## src/hw/rtl/esp_pkg.sv

```systemverilog
// Shared constants, codes and types of the eased scale pulse animator.
`timescale 1ns / 1ps

package esp_pkg;

   // Default parameter values
   localparam int SCALE_FRAC_BITS_DEF = 12;
   localparam int TIME_BITS_DEF       = 16;

   // Progress is Q0.16
   localparam int PROG_BITS = 16;
   localparam logic [PROG_BITS:0] P_FULL = {1'b1, {PROG_BITS{1'b0}}};

   // Shared multiplier shape
   localparam int MUL_A_W = 32;
   localparam int MUL_B_W = PROG_BITS + 1;
   localparam int MUL_P_W = MUL_A_W + MUL_B_W;

   // Action codes
   localparam int ACTION_W = 2;
   localparam logic [ACTION_W-1:0] ACT_TICK    = 2'd0;
   localparam logic [ACTION_W-1:0] ACT_TRIGGER = 2'd1;
   localparam logic [ACTION_W-1:0] ACT_RESTORE = 2'd2;

   // Register file
   localparam int CSR_IDX_W  = 3;
   localparam int CSR_DATA_W = 16;
   localparam logic [CSR_IDX_W-1:0] CSR_INITIAL_SCALE    = 3'd0;
   localparam logic [CSR_IDX_W-1:0] CSR_MAXIMUM_SCALE    = 3'd1;
   localparam logic [CSR_IDX_W-1:0] CSR_SCALE_STEP       = 3'd2;
   localparam logic [CSR_IDX_W-1:0] CSR_HOLD_TICKS       = 3'd3;
   localparam logic [CSR_IDX_W-1:0] CSR_TRANSITION_TICKS = 3'd4;

   localparam logic [CSR_DATA_W-1:0] RST_INITIAL_SCALE    = 16'd6144;
   localparam logic [CSR_DATA_W-1:0] RST_MAXIMUM_SCALE    = 16'd12288;
   localparam logic [CSR_DATA_W-1:0] RST_SCALE_STEP       = 16'd2048;
   localparam logic [CSR_DATA_W-1:0] RST_HOLD_TICKS       = 16'd30;
   localparam logic [CSR_DATA_W-1:0] RST_TRANSITION_TICKS = 16'd10;

   // Divider control and status
   typedef struct packed {
      logic start;
   } div_ctl_type;

   typedef struct packed {
      logic busy;
      logic done;
   } div_sts_type;

endpackage

```

## src/hw/rtl/esp_req_if.sv

```systemverilog
// Request channel: one input word per handshake.
`timescale 1ns / 1ps

interface esp_req_if import esp_pkg::*; ();
   logic                valid;
   logic                ready;
   logic [ACTION_W-1:0] action;
   logic                cursor_usable;
   logic                cursor_unchanged;

   modport source (output valid, action, cursor_usable, cursor_unchanged, input ready);
   modport sink   (input valid, action, cursor_usable, cursor_unchanged, output ready);
endinterface

```

## src/hw/rtl/esp_rsp_if.sv

```systemverilog
// Response channel: one result word per handshake.
`timescale 1ns / 1ps

interface esp_rsp_if ();
   logic        valid;
   logic        ready;
   logic        accepted;
   logic        effect_active;
   logic [15:0] current_scale_out;
   logic        finished;
   logic        aborted;

   modport source (output valid, accepted, effect_active, current_scale_out, finished,
                   aborted, input ready);
   modport sink   (input valid, accepted, effect_active, current_scale_out, finished,
                   aborted, output ready);
endinterface

```

## src/hw/rtl/eased_scale_pulse_animator.sv

```systemverilog
// Top level of the eased scale pulse animator: sequencer, state, shared multiplier and progress divider.
`timescale 1ns / 1ps
//
//  channel  dir  handshake              word contents
//  req_ch   in   valid/ready            action, cursor_usable, cursor_unchanged
//  rsp_ch   out  valid/ready            accepted, effect_active, current_scale_out,
//                                       finished, aborted
//  csr_*    in   csr_we (no stall)      csr_index, csr_wdata
//
//  Trigger, restore, idle tick, unused action or abort: accept, then load the output word.
//  A running tick at full progress: multiply, write back, output.
//  Any other running tick: the 16-step progress divider, then three passes
//  through the one shared multiplier (x^2, x^3, span*ease), then write back and output.
//  Reset is synchronous; it restores the configuration and effect state.
//  A stalled rsp_ch holds its word; one new request is still taken and
//  worked on, and only its final output load waits for the slot to free.
//
module eased_scale_pulse_animator import esp_pkg::*; #(
   parameter int SCALE_FRAC_BITS = SCALE_FRAC_BITS_DEF,
   parameter int TIME_BITS       = TIME_BITS_DEF
) (
   input  logic                  clock,
   input  logic                  reset,
   esp_req_if.sink               req_ch,
   esp_rsp_if.source             rsp_ch,
   input  logic                  csr_we,
   input  logic [CSR_IDX_W-1:0]  csr_index,
   input  logic [CSR_DATA_W-1:0] csr_wdata
);

   // Scales need one bit more than the fraction so 1.0 fits at 16 fraction bits
   localparam int SW = (SCALE_FRAC_BITS + 1 > CSR_DATA_W) ? SCALE_FRAC_BITS + 1 : CSR_DATA_W;
   // Common width for comparing elapsed time against the transition length
   localparam int CW = (TIME_BITS > PROG_BITS) ? TIME_BITS : PROG_BITS;
   localparam logic [SW-1:0]        ONE  = {{(SW-1){1'b0}}, 1'b1} << SCALE_FRAC_BITS;
   localparam logic [TIME_BITS-1:0] TMAX = '1;
   localparam logic [MUL_P_W:0]     RND  = (MUL_P_W + 1)'(1) << (PROG_BITS - 1);

   // Sequencer states
   localparam logic [2:0] ST_IDLE = 3'd0;
   localparam logic [2:0] ST_DIV  = 3'd1;
   localparam logic [2:0] ST_MUL1 = 3'd2;
   localparam logic [2:0] ST_MUL2 = 3'd3;
   localparam logic [2:0] ST_EASE = 3'd4;
   localparam logic [2:0] ST_MUL3 = 3'd5;
   localparam logic [2:0] ST_WB   = 3'd6;
   localparam logic [2:0] ST_FIN  = 3'd7;

   // Configuration
   logic [CSR_DATA_W-1:0] init_ff, max_ff, step_ff, hold_cfg_ff, trans_ff;

   // Effect state
   logic                 running_ff, running_in;
   logic [SW-1:0]        present_ff, present_in;
   logic [SW-1:0]        start_ff, start_in;
   logic [SW-1:0]        goal_ff, goal_in;
   logic [TIME_BITS-1:0] elapsed_ff, elapsed_in;
   logic [15:0]          hold_ff, hold_in;

   // Sequencer and per-word scratch
   logic [2:0]           state_ff, state_in;
   logic                 acc_ff, acc_in;
   logic                 fin_ff, fin_in;
   logic                 abt_ff, abt_in;
   logic                 full_ff, full_in;
   logic                 low_ff, low_in;
   logic [PROG_BITS-1:0] x_ff, x_in;
   logic [PROG_BITS:0]   e_ff, e_in;
   logic [MUL_P_W-1:0]   mul_ff;
   logic [MUL_A_W-1:0]   mul_a;
   logic [MUL_B_W-1:0]   mul_b;

   // Output register
   logic                 rsp_valid_ff, rsp_valid_in;
   logic                 out_acc_ff, out_acc_in;
   logic                 out_act_ff, out_act_in;
   logic [15:0]          out_scale_ff, out_scale_in;
   logic                 out_fin_ff, out_fin_in;
   logic                 out_abt_ff, out_abt_in;

   // Divider hookup
   div_ctl_type          div_ctl;
   div_sts_type          div_sts;
   logic [PROG_BITS-1:0] div_dividend;
   logic [PROG_BITS-1:0] div_quo;

   // Combinational helpers
   logic                 req_fire;
   logic [SW-1:0]        mx;
   logic [SW-1:0]        init_ext;
   logic [TIME_BITS-1:0] el_n;
   logic [15:0]          hold_n;
   logic [CW-1:0]        el_ext;
   logic                 up;
   logic [SW-1:0]        span;
   logic [MUL_P_W:0]     rnd_sum;
   logic [SW-1:0]        d;
   logic [PROG_BITS:0]   t;

   function automatic logic [SW-1:0] clamp_goal(input logic [SW:0] tgt, input logic [SW-1:0] lim);
      logic [SW:0] r;
      r = tgt;
      if (r > {1'b0, lim}) r = {1'b0, lim};
      if (r < {1'b0, ONE}) r = {1'b0, ONE};
      return r[SW-1:0];
   endfunction

   assign req_ch.ready = (state_ff == ST_IDLE);
   assign req_fire     = req_ch.valid && req_ch.ready;

   // A maximum below 1.0 acts as 1.0
   assign mx       = (SW'(max_ff) < ONE) ? ONE : SW'(max_ff);
   assign init_ext = SW'(init_ff);
   assign up       = goal_ff >= start_ff;
   assign span     = up ? goal_ff - start_ff : start_ff - goal_ff;
   assign rnd_sum  = {1'b0, mul_ff} + RND;
   assign d        = rnd_sum[PROG_BITS +: SW];
   // 4*x^3 >> 32 with x <= 0.5
   assign t        = mul_ff[30 +: PROG_BITS + 1];

   // Configuration writes
   always_ff @(posedge clock) begin
      if (reset) begin
         init_ff     <= RST_INITIAL_SCALE;
         max_ff      <= RST_MAXIMUM_SCALE;
         step_ff     <= RST_SCALE_STEP;
         hold_cfg_ff <= RST_HOLD_TICKS;
         trans_ff    <= RST_TRANSITION_TICKS;
      end else if (csr_we) begin
         case (csr_index)
            CSR_INITIAL_SCALE:    init_ff     <= csr_wdata;
            CSR_MAXIMUM_SCALE:    max_ff      <= csr_wdata;
            CSR_SCALE_STEP:       step_ff     <= csr_wdata;
            CSR_HOLD_TICKS:       hold_cfg_ff <= csr_wdata;
            CSR_TRANSITION_TICKS: trans_ff    <= csr_wdata;
            default: ;
         endcase
      end
   end

   always_comb begin
      running_in   = running_ff;
      present_in   = present_ff;
      start_in     = start_ff;
      goal_in      = goal_ff;
      elapsed_in   = elapsed_ff;
      hold_in      = hold_ff;
      state_in     = state_ff;
      acc_in       = acc_ff;
      fin_in       = fin_ff;
      abt_in       = abt_ff;
      full_in      = full_ff;
      low_in       = low_ff;
      x_in         = x_ff;
      e_in         = e_ff;
      mul_a        = '0;
      mul_b        = '0;
      div_ctl      = '0;
      el_n         = elapsed_ff;
      hold_n       = hold_ff;
      el_ext       = CW'(elapsed_ff);
      div_dividend = el_ext[PROG_BITS-1:0];
      rsp_valid_in = rsp_valid_ff;
      out_acc_in   = out_acc_ff;
      out_act_in   = out_act_ff;
      out_scale_in = out_scale_ff;
      out_fin_in   = out_fin_ff;
      out_abt_in   = out_abt_ff;

      if (rsp_valid_ff && rsp_ch.ready) rsp_valid_in = 1'b0;

      case (state_ff)
         ST_IDLE: begin
            if (req_fire) begin
               acc_in   = 1'b0;
               fin_in   = 1'b0;
               abt_in   = 1'b0;
               state_in = ST_FIN;
               case (req_ch.action)
                  ACT_TRIGGER: begin
                     if (!running_ff) begin
                        if (req_ch.cursor_usable) begin
                           running_in = 1'b1;
                           present_in = ONE;
                           start_in   = ONE;
                           goal_in    = clamp_goal({1'b0, (init_ext < mx) ? init_ext : mx}, mx);
                           elapsed_in = '0;
                           hold_in    = hold_cfg_ff;
                           acc_in     = 1'b1;
                        end
                     end else begin
                        // repeated trigger: restart from where we are
                        start_in   = present_ff;
                        goal_in    = clamp_goal({1'b0, goal_ff} + (SW + 1)'(step_ff), mx);
                        elapsed_in = '0;
                        hold_in    = hold_cfg_ff;
                        acc_in     = 1'b1;
                     end
                  end
                  ACT_RESTORE: begin
                     running_in = 1'b0;
                     present_in = ONE;
                     start_in   = ONE;
                     goal_in    = ONE;
                     elapsed_in = '0;
                     hold_in    = '0;
                  end
                  ACT_TICK: begin
                     if (running_ff) begin
                        if (!req_ch.cursor_unchanged) begin
                           running_in = 1'b0;
                           present_in = ONE;
                           start_in   = ONE;
                           goal_in    = ONE;
                           elapsed_in = '0;
                           hold_in    = '0;
                           abt_in     = 1'b1;
                        end else begin
                           el_n   = (elapsed_ff != TMAX) ? elapsed_ff + TIME_BITS'(1) : elapsed_ff;
                           hold_n = (hold_ff != 16'd0) ? hold_ff - 16'd1 : 16'd0;
                           // hold over: ease back toward 1.0
                           if (hold_n == 16'd0 && goal_ff != ONE) begin
                              start_in = present_ff;
                              goal_in  = ONE;
                              el_n     = '0;
                           end
                           elapsed_in   = el_n;
                           hold_in      = hold_n;
                           el_ext       = CW'(el_n);
                           div_dividend = el_ext[PROG_BITS-1:0];
                           full_in      = (trans_ff == '0) || (el_ext >= CW'(trans_ff));
                           if (full_in) begin
                              e_in     = P_FULL;
                              state_in = ST_MUL3;
                           end else begin
                              div_ctl.start = 1'b1;
                              state_in      = ST_DIV;
                           end
                        end
                     end
                  end
                  default: ;
               endcase
            end
         end
         ST_DIV: begin
            if (div_sts.done) begin
               // fold the upper half: x = 1 - p there
               low_in   = !div_quo[PROG_BITS-1];
               x_in     = div_quo[PROG_BITS-1] ? PROG_BITS'(0) - div_quo : div_quo;
               state_in = ST_MUL1;
            end
         end
         ST_MUL1: begin
            mul_a    = MUL_A_W'(x_ff);
            mul_b    = MUL_B_W'(x_ff);
            state_in = ST_MUL2;
         end
         ST_MUL2: begin
            mul_a    = mul_ff[MUL_A_W-1:0];
            mul_b    = MUL_B_W'(x_ff);
            state_in = ST_EASE;
         end
         ST_EASE: begin
            e_in     = low_ff ? t : P_FULL - t;
            state_in = ST_MUL3;
         end
         ST_MUL3: begin
            mul_a    = MUL_A_W'(span);
            mul_b    = e_ff;
            state_in = ST_WB;
         end
         ST_WB: begin
            present_in = up ? start_ff + d : start_ff - d;
            if (full_ff && goal_ff == ONE) begin
               running_in = 1'b0;
               present_in = ONE;
               start_in   = ONE;
               goal_in    = ONE;
               elapsed_in = '0;
               hold_in    = '0;
               fin_in     = 1'b1;
            end
            state_in = ST_FIN;
         end
         ST_FIN: begin
            if (!rsp_valid_ff || rsp_ch.ready) begin
               rsp_valid_in = 1'b1;
               out_acc_in   = acc_ff;
               out_act_in   = running_ff;
               out_scale_in = present_ff[15:0];
               out_fin_in   = fin_ff;
               out_abt_in   = abt_ff;
               state_in     = ST_IDLE;
            end
         end
         default: state_in = ST_IDLE;
      endcase
   end

   always_ff @(posedge clock) begin
      if (reset) begin
         state_ff     <= ST_IDLE;
         rsp_valid_ff <= 1'b0;
         running_ff   <= 1'b0;
         present_ff   <= ONE;
         start_ff     <= ONE;
         goal_ff      <= ONE;
         elapsed_ff   <= '0;
         hold_ff      <= '0;
         acc_ff       <= 1'b0;
         fin_ff       <= 1'b0;
         abt_ff       <= 1'b0;
         full_ff      <= 1'b0;
      end else begin
         state_ff     <= state_in;
         rsp_valid_ff <= rsp_valid_in;
         running_ff   <= running_in;
         present_ff   <= present_in;
         start_ff     <= start_in;
         goal_ff      <= goal_in;
         elapsed_ff   <= elapsed_in;
         hold_ff      <= hold_in;
         acc_ff       <= acc_in;
         fin_ff       <= fin_in;
         abt_ff       <= abt_in;
         full_ff      <= full_in;
      end
      low_ff       <= low_in;
      x_ff         <= x_in;
      e_ff         <= e_in;
      mul_ff       <= mul_a * mul_b;
      out_acc_ff   <= out_acc_in;
      out_act_ff   <= out_act_in;
      out_scale_ff <= out_scale_in;
      out_fin_ff   <= out_fin_in;
      out_abt_ff   <= out_abt_in;
   end

   esp_div u_div (
      .clock    (clock),
      .reset    (reset),
      .ctl      (div_ctl),
      .dividend (div_dividend),
      .divisor  (trans_ff),
      .sts      (div_sts),
      .quotient (div_quo)
   );

   assign rsp_ch.valid             = rsp_valid_ff;
   assign rsp_ch.accepted          = out_acc_ff;
   assign rsp_ch.effect_active     = out_act_ff;
   assign rsp_ch.current_scale_out = out_scale_ff;
   assign rsp_ch.finished          = out_fin_ff;
   assign rsp_ch.aborted           = out_abt_ff;

   // Divider only reports back while the sequencer waits on it
   a_div_done_in_div: assert property (@(posedge clock) disable iff (reset)
      div_sts.done |-> state_ff == ST_DIV)
      else $error("divider done outside ST_DIV");

   // Write back always follows the final multiply
   a_wb_after_mul3: assert property (@(posedge clock) disable iff (reset)
      state_ff == ST_WB |-> $past(state_ff) == ST_MUL3)
      else $error("write back without span multiply");

   // At most one status flag per word, and a finished effect is not active
   a_flags_exclusive: assert property (@(posedge clock) disable iff (reset)
      rsp_ch.valid |-> $onehot0({rsp_ch.accepted, rsp_ch.finished, rsp_ch.aborted})
                       && !(rsp_ch.finished && rsp_ch.effect_active))
      else $error("inconsistent response flags");

   // Idle effect always sits at 1.0
   a_idle_at_one: assert property (@(posedge clock) disable iff (reset)
      !running_ff |-> present_ff == ONE && goal_ff == ONE)
      else $error("idle effect away from 1.0");

endmodule

```

## src/hw/rtl/esp_div.sv

```systemverilog
// Radix-2 restoring divider for the Q0.16 progress fraction.
`timescale 1ns / 1ps

module esp_div import esp_pkg::*; (
   input  logic                 clock,
   input  logic                 reset,
   input  div_ctl_type          ctl,
   input  logic [PROG_BITS-1:0] dividend,
   input  logic [PROG_BITS-1:0] divisor,
   output div_sts_type          sts,
   output logic [PROG_BITS-1:0] quotient
);

   localparam int CNT_W = $clog2(PROG_BITS);
   localparam logic [CNT_W-1:0] CNT_LAST = CNT_W'(PROG_BITS - 1);

   logic                 busy_ff, busy_in;
   logic                 done_ff, done_in;
   logic [CNT_W-1:0]     cnt_ff, cnt_in;
   logic [PROG_BITS-1:0] rem_ff, rem_in;
   logic [PROG_BITS-1:0] dsr_ff, dsr_in;
   logic [PROG_BITS-1:0] quo_ff, quo_in;

   logic [PROG_BITS:0]   shifted;
   logic                 ge;

   // dividend < divisor, so the remainder always fits PROG_BITS
   always_comb begin
      shifted = {rem_ff, 1'b0};
      ge      = shifted >= {1'b0, dsr_ff};
      busy_in = busy_ff;
      done_in = 1'b0;
      cnt_in  = cnt_ff;
      rem_in  = rem_ff;
      dsr_in  = dsr_ff;
      quo_in  = quo_ff;
      if (ctl.start) begin
         busy_in = 1'b1;
         cnt_in  = '0;
         rem_in  = dividend;
         dsr_in  = divisor;
         quo_in  = '0;
      end else if (busy_ff) begin
         rem_in = ge ? PROG_BITS'(shifted - {1'b0, dsr_ff}) : PROG_BITS'(shifted);
         quo_in = {quo_ff[PROG_BITS-2:0], ge};
         cnt_in = cnt_ff + 1'b1;
         if (cnt_ff == CNT_LAST) begin
            busy_in = 1'b0;
            done_in = 1'b1;
         end
      end
   end

   always_ff @(posedge clock) begin
      if (reset) begin
         busy_ff <= 1'b0;
         done_ff <= 1'b0;
         cnt_ff  <= '0;
      end else begin
         busy_ff <= busy_in;
         done_ff <= done_in;
         cnt_ff  <= cnt_in;
      end
      rem_ff <= rem_in;
      dsr_ff <= dsr_in;
      quo_ff <= quo_in;
   end

   assign sts.busy = busy_ff;
   assign sts.done = done_ff;
   assign quotient = quo_ff;

endmodule
```

## src/flat_wrapper.sv

```systemverilog
// flat-port wrapper written by rule: the top's interface ports become plain ports
module eased_scale_pulse_animator_flat import esp_pkg::*;
#(
   parameter int SCALE_FRAC_BITS = SCALE_FRAC_BITS_DEF,
   parameter int TIME_BITS       = TIME_BITS_DEF
)
  (clock, reset, csr_we, csr_index, csr_wdata, req_ch_valid, req_ch_action, req_ch_cursor_usable, req_ch_cursor_unchanged, req_ch_ready, rsp_ch_valid, rsp_ch_accepted, rsp_ch_effect_active, rsp_ch_current_scale_out, rsp_ch_finished, rsp_ch_aborted, rsp_ch_ready);
  esp_req_if req_ch_i ();
  esp_rsp_if rsp_ch_i ();
  input  logic clock;
  input  logic reset;
  input  logic csr_we;
  input  logic [CSR_IDX_W-1:0] csr_index;
  input  logic [CSR_DATA_W-1:0] csr_wdata;
  input wire logic [$bits(req_ch_i.valid)-1:0] req_ch_valid;
  input wire logic [$bits(req_ch_i.action)-1:0] req_ch_action;
  input wire logic [$bits(req_ch_i.cursor_usable)-1:0] req_ch_cursor_usable;
  input wire logic [$bits(req_ch_i.cursor_unchanged)-1:0] req_ch_cursor_unchanged;
  output wire logic [$bits(req_ch_i.ready)-1:0] req_ch_ready;
  output wire logic [$bits(rsp_ch_i.valid)-1:0] rsp_ch_valid;
  output wire logic [$bits(rsp_ch_i.accepted)-1:0] rsp_ch_accepted;
  output wire logic [$bits(rsp_ch_i.effect_active)-1:0] rsp_ch_effect_active;
  output wire logic [$bits(rsp_ch_i.current_scale_out)-1:0] rsp_ch_current_scale_out;
  output wire logic [$bits(rsp_ch_i.finished)-1:0] rsp_ch_finished;
  output wire logic [$bits(rsp_ch_i.aborted)-1:0] rsp_ch_aborted;
  input wire logic [$bits(rsp_ch_i.ready)-1:0] rsp_ch_ready;
  assign req_ch_i.valid = req_ch_valid;
  assign req_ch_i.action = req_ch_action;
  assign req_ch_i.cursor_usable = req_ch_cursor_usable;
  assign req_ch_i.cursor_unchanged = req_ch_cursor_unchanged;
  assign req_ch_ready = req_ch_i.ready;
  assign rsp_ch_valid = rsp_ch_i.valid;
  assign rsp_ch_accepted = rsp_ch_i.accepted;
  assign rsp_ch_effect_active = rsp_ch_i.effect_active;
  assign rsp_ch_current_scale_out = rsp_ch_i.current_scale_out;
  assign rsp_ch_finished = rsp_ch_i.finished;
  assign rsp_ch_aborted = rsp_ch_i.aborted;
  assign rsp_ch_i.ready = rsp_ch_ready;
  eased_scale_pulse_animator #(.SCALE_FRAC_BITS(SCALE_FRAC_BITS), .TIME_BITS(TIME_BITS)) u_core (.clock(clock), .reset(reset), .req_ch(req_ch_i), .rsp_ch(rsp_ch_i), .csr_we(csr_we), .csr_index(csr_index), .csr_wdata(csr_wdata));
endmodule
```

## config.mk

```make
export PLATFORM = sky130hd
export DESIGN_NAME = eased_scale_pulse_animator_flat
export DESIGN_NICKNAME = d
export VERILOG_FILES = /design/src/hw/rtl/esp_pkg.sv /design/src/hw/rtl/esp_req_if.sv /design/src/hw/rtl/esp_rsp_if.sv /design/src/hw/rtl/eased_scale_pulse_animator.sv /design/src/hw/rtl/esp_div.sv /design/src/flat_wrapper.sv
export SDC_FILE = /design/constraint.sdc
export NUM_CORES = 2
export LEC_CHECK = 0
export ABC_AREA = 1
export BUFFER_PORTS_ARGS = -buffer_cell sky130_fd_sc_hd__buf_2
export CORE_ASPECT_RATIO = 0.9
export CORE_UTILIZATION = 53
export CTS_CLUSTER_SIZE = 10
export DETAILED_ROUTE_END_ITERATION = 10
export PLACE_DENSITY = 0.77
export SLEW_MARGIN = 10
export SYNTH_ARGS = -nofsm -noshare
export SYNTH_HDL_FRONTEND = slang
export SYNTH_SLANG_ARGS = --single-unit
```

## constraint.sdc

```tcl
create_clock -name clock -period 11.9 [get_ports clock]
set_input_delay 2.38 -clock clock [delete_from_list [all_inputs] [get_ports clock]]
set_output_delay 2.38 -clock clock [all_outputs]
set_load 0.005 [all_outputs]
```

==> flow_metrics.py <==
metrics = {
    "global_routing": {
        "gr-total-overflow": 0,
        "grt_max_degree": 89,
        "grt_first_pass_wirelength_um": 176000,
        "grt_pass1_vias": 31429,
        "antenna_found_initial": 2,
        "grt_usage_pct": 32.2,
    },
    "clock_network": {
        "cts_max_path_buffers": 3,
        "cts_tree": "done",
        "cts-resized-gates": 0,
        "worstSkewPairLatency_ns": 0.60,
        "clk_pin_slew_worst_paths_ns": 0.06,
        "h-tree-depth": 2,
        "post_cts_buffers": 0,
        "clock-root-buffer": "clkbuf_16",
        "numCtsBuffers": 40,
        "cts_hold_buf": 0,
        "cts.sinks": 324,
    },
    "setup_path": {
        "worstSetupEndpointType": "register",
        "reg2regPathDepth": 35,
        "crit_type": "reg -> reg",
        "cp.arrival_ns": 9.92,
        "slowest_stage": "fa_1",
        "startpoint_type": "register",
        "cpLargestDelayFamily": "adder cells",
        "cp_num_buf_inv": 6,
        "critical_path.max_fanout": 19,
        "required_ns": 12.37,
        "cp_common_cell": "nand2_1",
        "max_stage_delay_ns": 0.58,
        "cp_num_cells": 35,
    },
    "placement": {
        "hpwl_um": 88500,
        "gp_congestion": 1.00,
        "port_buffers": 49,
    },
    "power_and_ir_drop": {
        "ir_drop_uv": 97.5,
        "p_per_area_nw_per_um2": 140,
        "p_leak_nw": 18.9,
    },
    "synthesis": {
        "synth-warning-count": 0,
        "synth_edf_count": 86,
        "synth-main-ff-cell": "dfxtp_1",
        "seq_area_frac_synth_pct": 19.9,
        "synth_cell_types": 65,
        "async_reset_ff_share_pct": 0,
        "synth_seq_cells": 324,
        "syn_area_um2": 36900,
        "synth.avg_cell_area_um2": 7.51,
        "synthCells": 4915,
    },
    "layout": {
        "utilization_pct": 57.1,
        "syn2layout_area_growth_pct": 6.26,
        "final_layout_size_suffix_gt1_share_pct": 3.68,
        "nNetsFinal": 5641,
    },
    "die": {
        "die_height_um": 252,
        "start_util_pct": 53.8,
        "core_area_um2": 68700,
        "fp.dieArea_um2": 70700,
        "ioPinCount": 50,
        "rows": 91,
        "die_w_um": 280,
    },
    "drt": {
        "firstDrtPassIters": 7,
        "num_vias": 32642,
        "drcViolationCount": 0,
        "drt_iter0_markers": 3479,
        "ant_nets": 0,
        "wl_per_cell_um": 19.2,
        "via_per_inst": 5.57,
        "totalWireLength_um": 112000,
    },
    "timing": {
        "slew-limit-headroom_pct": 14.0,
        "slew_viol_final": 0,
        "fin_setup_tns_ns": 0,
        "period_needed_ns": 9.45,
        "tightest_slew_ns": 1.29,
        "period_share_pct": 79.4,
        "holdWs_ns": 0.431,
        "hold_viol": 0,
        "rsz0062_at_grt": "no",
        "fin_skew_ns": 0.0271,
        "setup_viol": 0,
        "clock.fmax_mhz": 106,
    },
    "status": {
        "status": "completed",
    },
    "hold_path": {
        "hold_depth": 0,
        "hold_path.class": "reg -> reg",
    },
    "run": {
        "maxCapViolCount": 0,
    },
}
## report_power, final
part	internal [W]	leakage (nW)	switching, W
combinational	0.000842	15.6	0.00207
sequential	0.00128	2.73	0.000111
clock	0.000673	0.584	0.000504
total	0.00279	18.9	0.00268
## stage by stage
stage	setup slack, ns	instances	area [um^2]	total power [W]
after floorplan	4.52	4928	37000	0.00333
after global placement	2.90	5784	38000	0.00417
after detailed placement	2.60	5784	38000	0.00420
after CTS	2.56	5855	39200	0.00539
after global routing	1.82	5855	39200	0.00578
final	2.45	5858	39200	0.00547
## Yosys cell counts (all sizes together) (19+ instances only)
cell type / number / area share, %
nand3: 119 / 1.6
xnor2: 41 / 0.97
nor2: 457 / 4.7
fa: 453 / 25
a31oi: 21 / 0.36
o21ai: 277 / 3.8
o21a: 25 / 0.51
inv: 983 / 10
nand4: 30 / 0.53
nand2: 1059 / 11
ha: 264 / 8.9
nor3: 56 / 0.79
clkbuf: 121 / 1.2
dfxtp: 238 / 13
o211ai: 19 / 0.40
a21oi: 392 / 5.3
edfxtp: 86 / 7.0
buf: 36 / 0.58
xor2: 89 / 2.1
## logic make-up (layout without fill, tap and decap cells)
kind of cell,after synthesis,count (layout),share of synthesized area [%]
compound gates,804,804,11.8
xor+xnor,130,130,3.08
fa+ha+maj,717,717,33.5
buf+inv,1155,1152,12.0
flops,324,324,19.9
mux,7,7,0.197
other cells,1,17,0.0102
simple gates,1777,1777,19.5
## layout make-up
| class | count | area, um^2 |
|---|---|---|
| fillers | 6338 | 29400 |
| multi-input cells | 3449 | 25200 |
| flip-flops and latches | 324 | 7350 |
| inverters | 998 | 3750 |
| well taps | 930 | 1160 |
| clock buffers | 65 | 1120 |
| repair buffers | 83 | 500 |
| clock inverters | 6 | 108 |
| diodes | 3 | 7.51 |
## final timing paths
kind	startpoint	endpoint	slack (ns)
setup / recovery	u_core.goal_ff[3]	u_core.mul_ff[41]	2.45
hold / removal	u_core.present_ff[1]	u_core.rsp_ch.current_scale_out[1]	0.43
setup reg to reg	u_core.goal_ff[3]	u_core.mul_ff[41]	2.45
hold reg to reg	u_core.present_ff[1]	u_core.rsp_ch.current_scale_out[1]	0.43
## worst register-to-register path: cells and delay by family, from the launching register on
| kind | cells | cell delay, ns |
|---|---|---|
| xor gates and xnor gates | 2 | 0.34 |
| and+or+nand+nor | 9 | 1.52 |
| DFF | 1 | 0.41 |
| adders and majority gates | 8 | 3.89 |
| AOI/OAI and AO/OA | 10 | 2.23 |
| buffers and inverters | 6 | 0.96 |
## metal layers
metal	global-route usage (%)	up-vias	share of wire [%]
li1	-	15191	-
met1	46.6	15633	44
met2	48.4	1572	42
met3	6.99	244	11
met4	9.02	2	3.2
met5	0	-	0.011
## cell usage in the layout, fill, tap and decap left out, drive strengths merged, types with 65 or more instances in the layout
cell type     n
a21oi       392
buf          83
clkbuf       65
dfxtp       238
edfxtp       86
fa          453
ha          264
inv         984
nand2      1059
nand3       119
nor2        457
o21ai       277
xor2         89
## sequential cells by signal, indices dropped and copies added (netlist names), 3 cells and up
signal / cells
u_core.max_ff: 16
u_core.u_div.dsr_ff: 16
u_core.u_div.rem_ff: 16
u_core.init_ext: 16
u_core.u_div.cnt_ff: 4
u_core.u_div.quotient: 16
u_core.start_ff: 16
u_core.hold_cfg_ff: 16
u_core.goal_ff: 16
u_core.state_ff: 3
u_core.trans_ff: 16
u_core.hold_ff: 16
u_core.rsp_ch.current_scale_out: 16
u_core.present_ff: 16
u_core.elapsed_ff: 16
u_core.step_ff: 16
u_core.e_ff: 17
u_core.mul_ff: 47
u_core.x_ff: 16
Note: power is estimated with default switching activity, not from simulation.
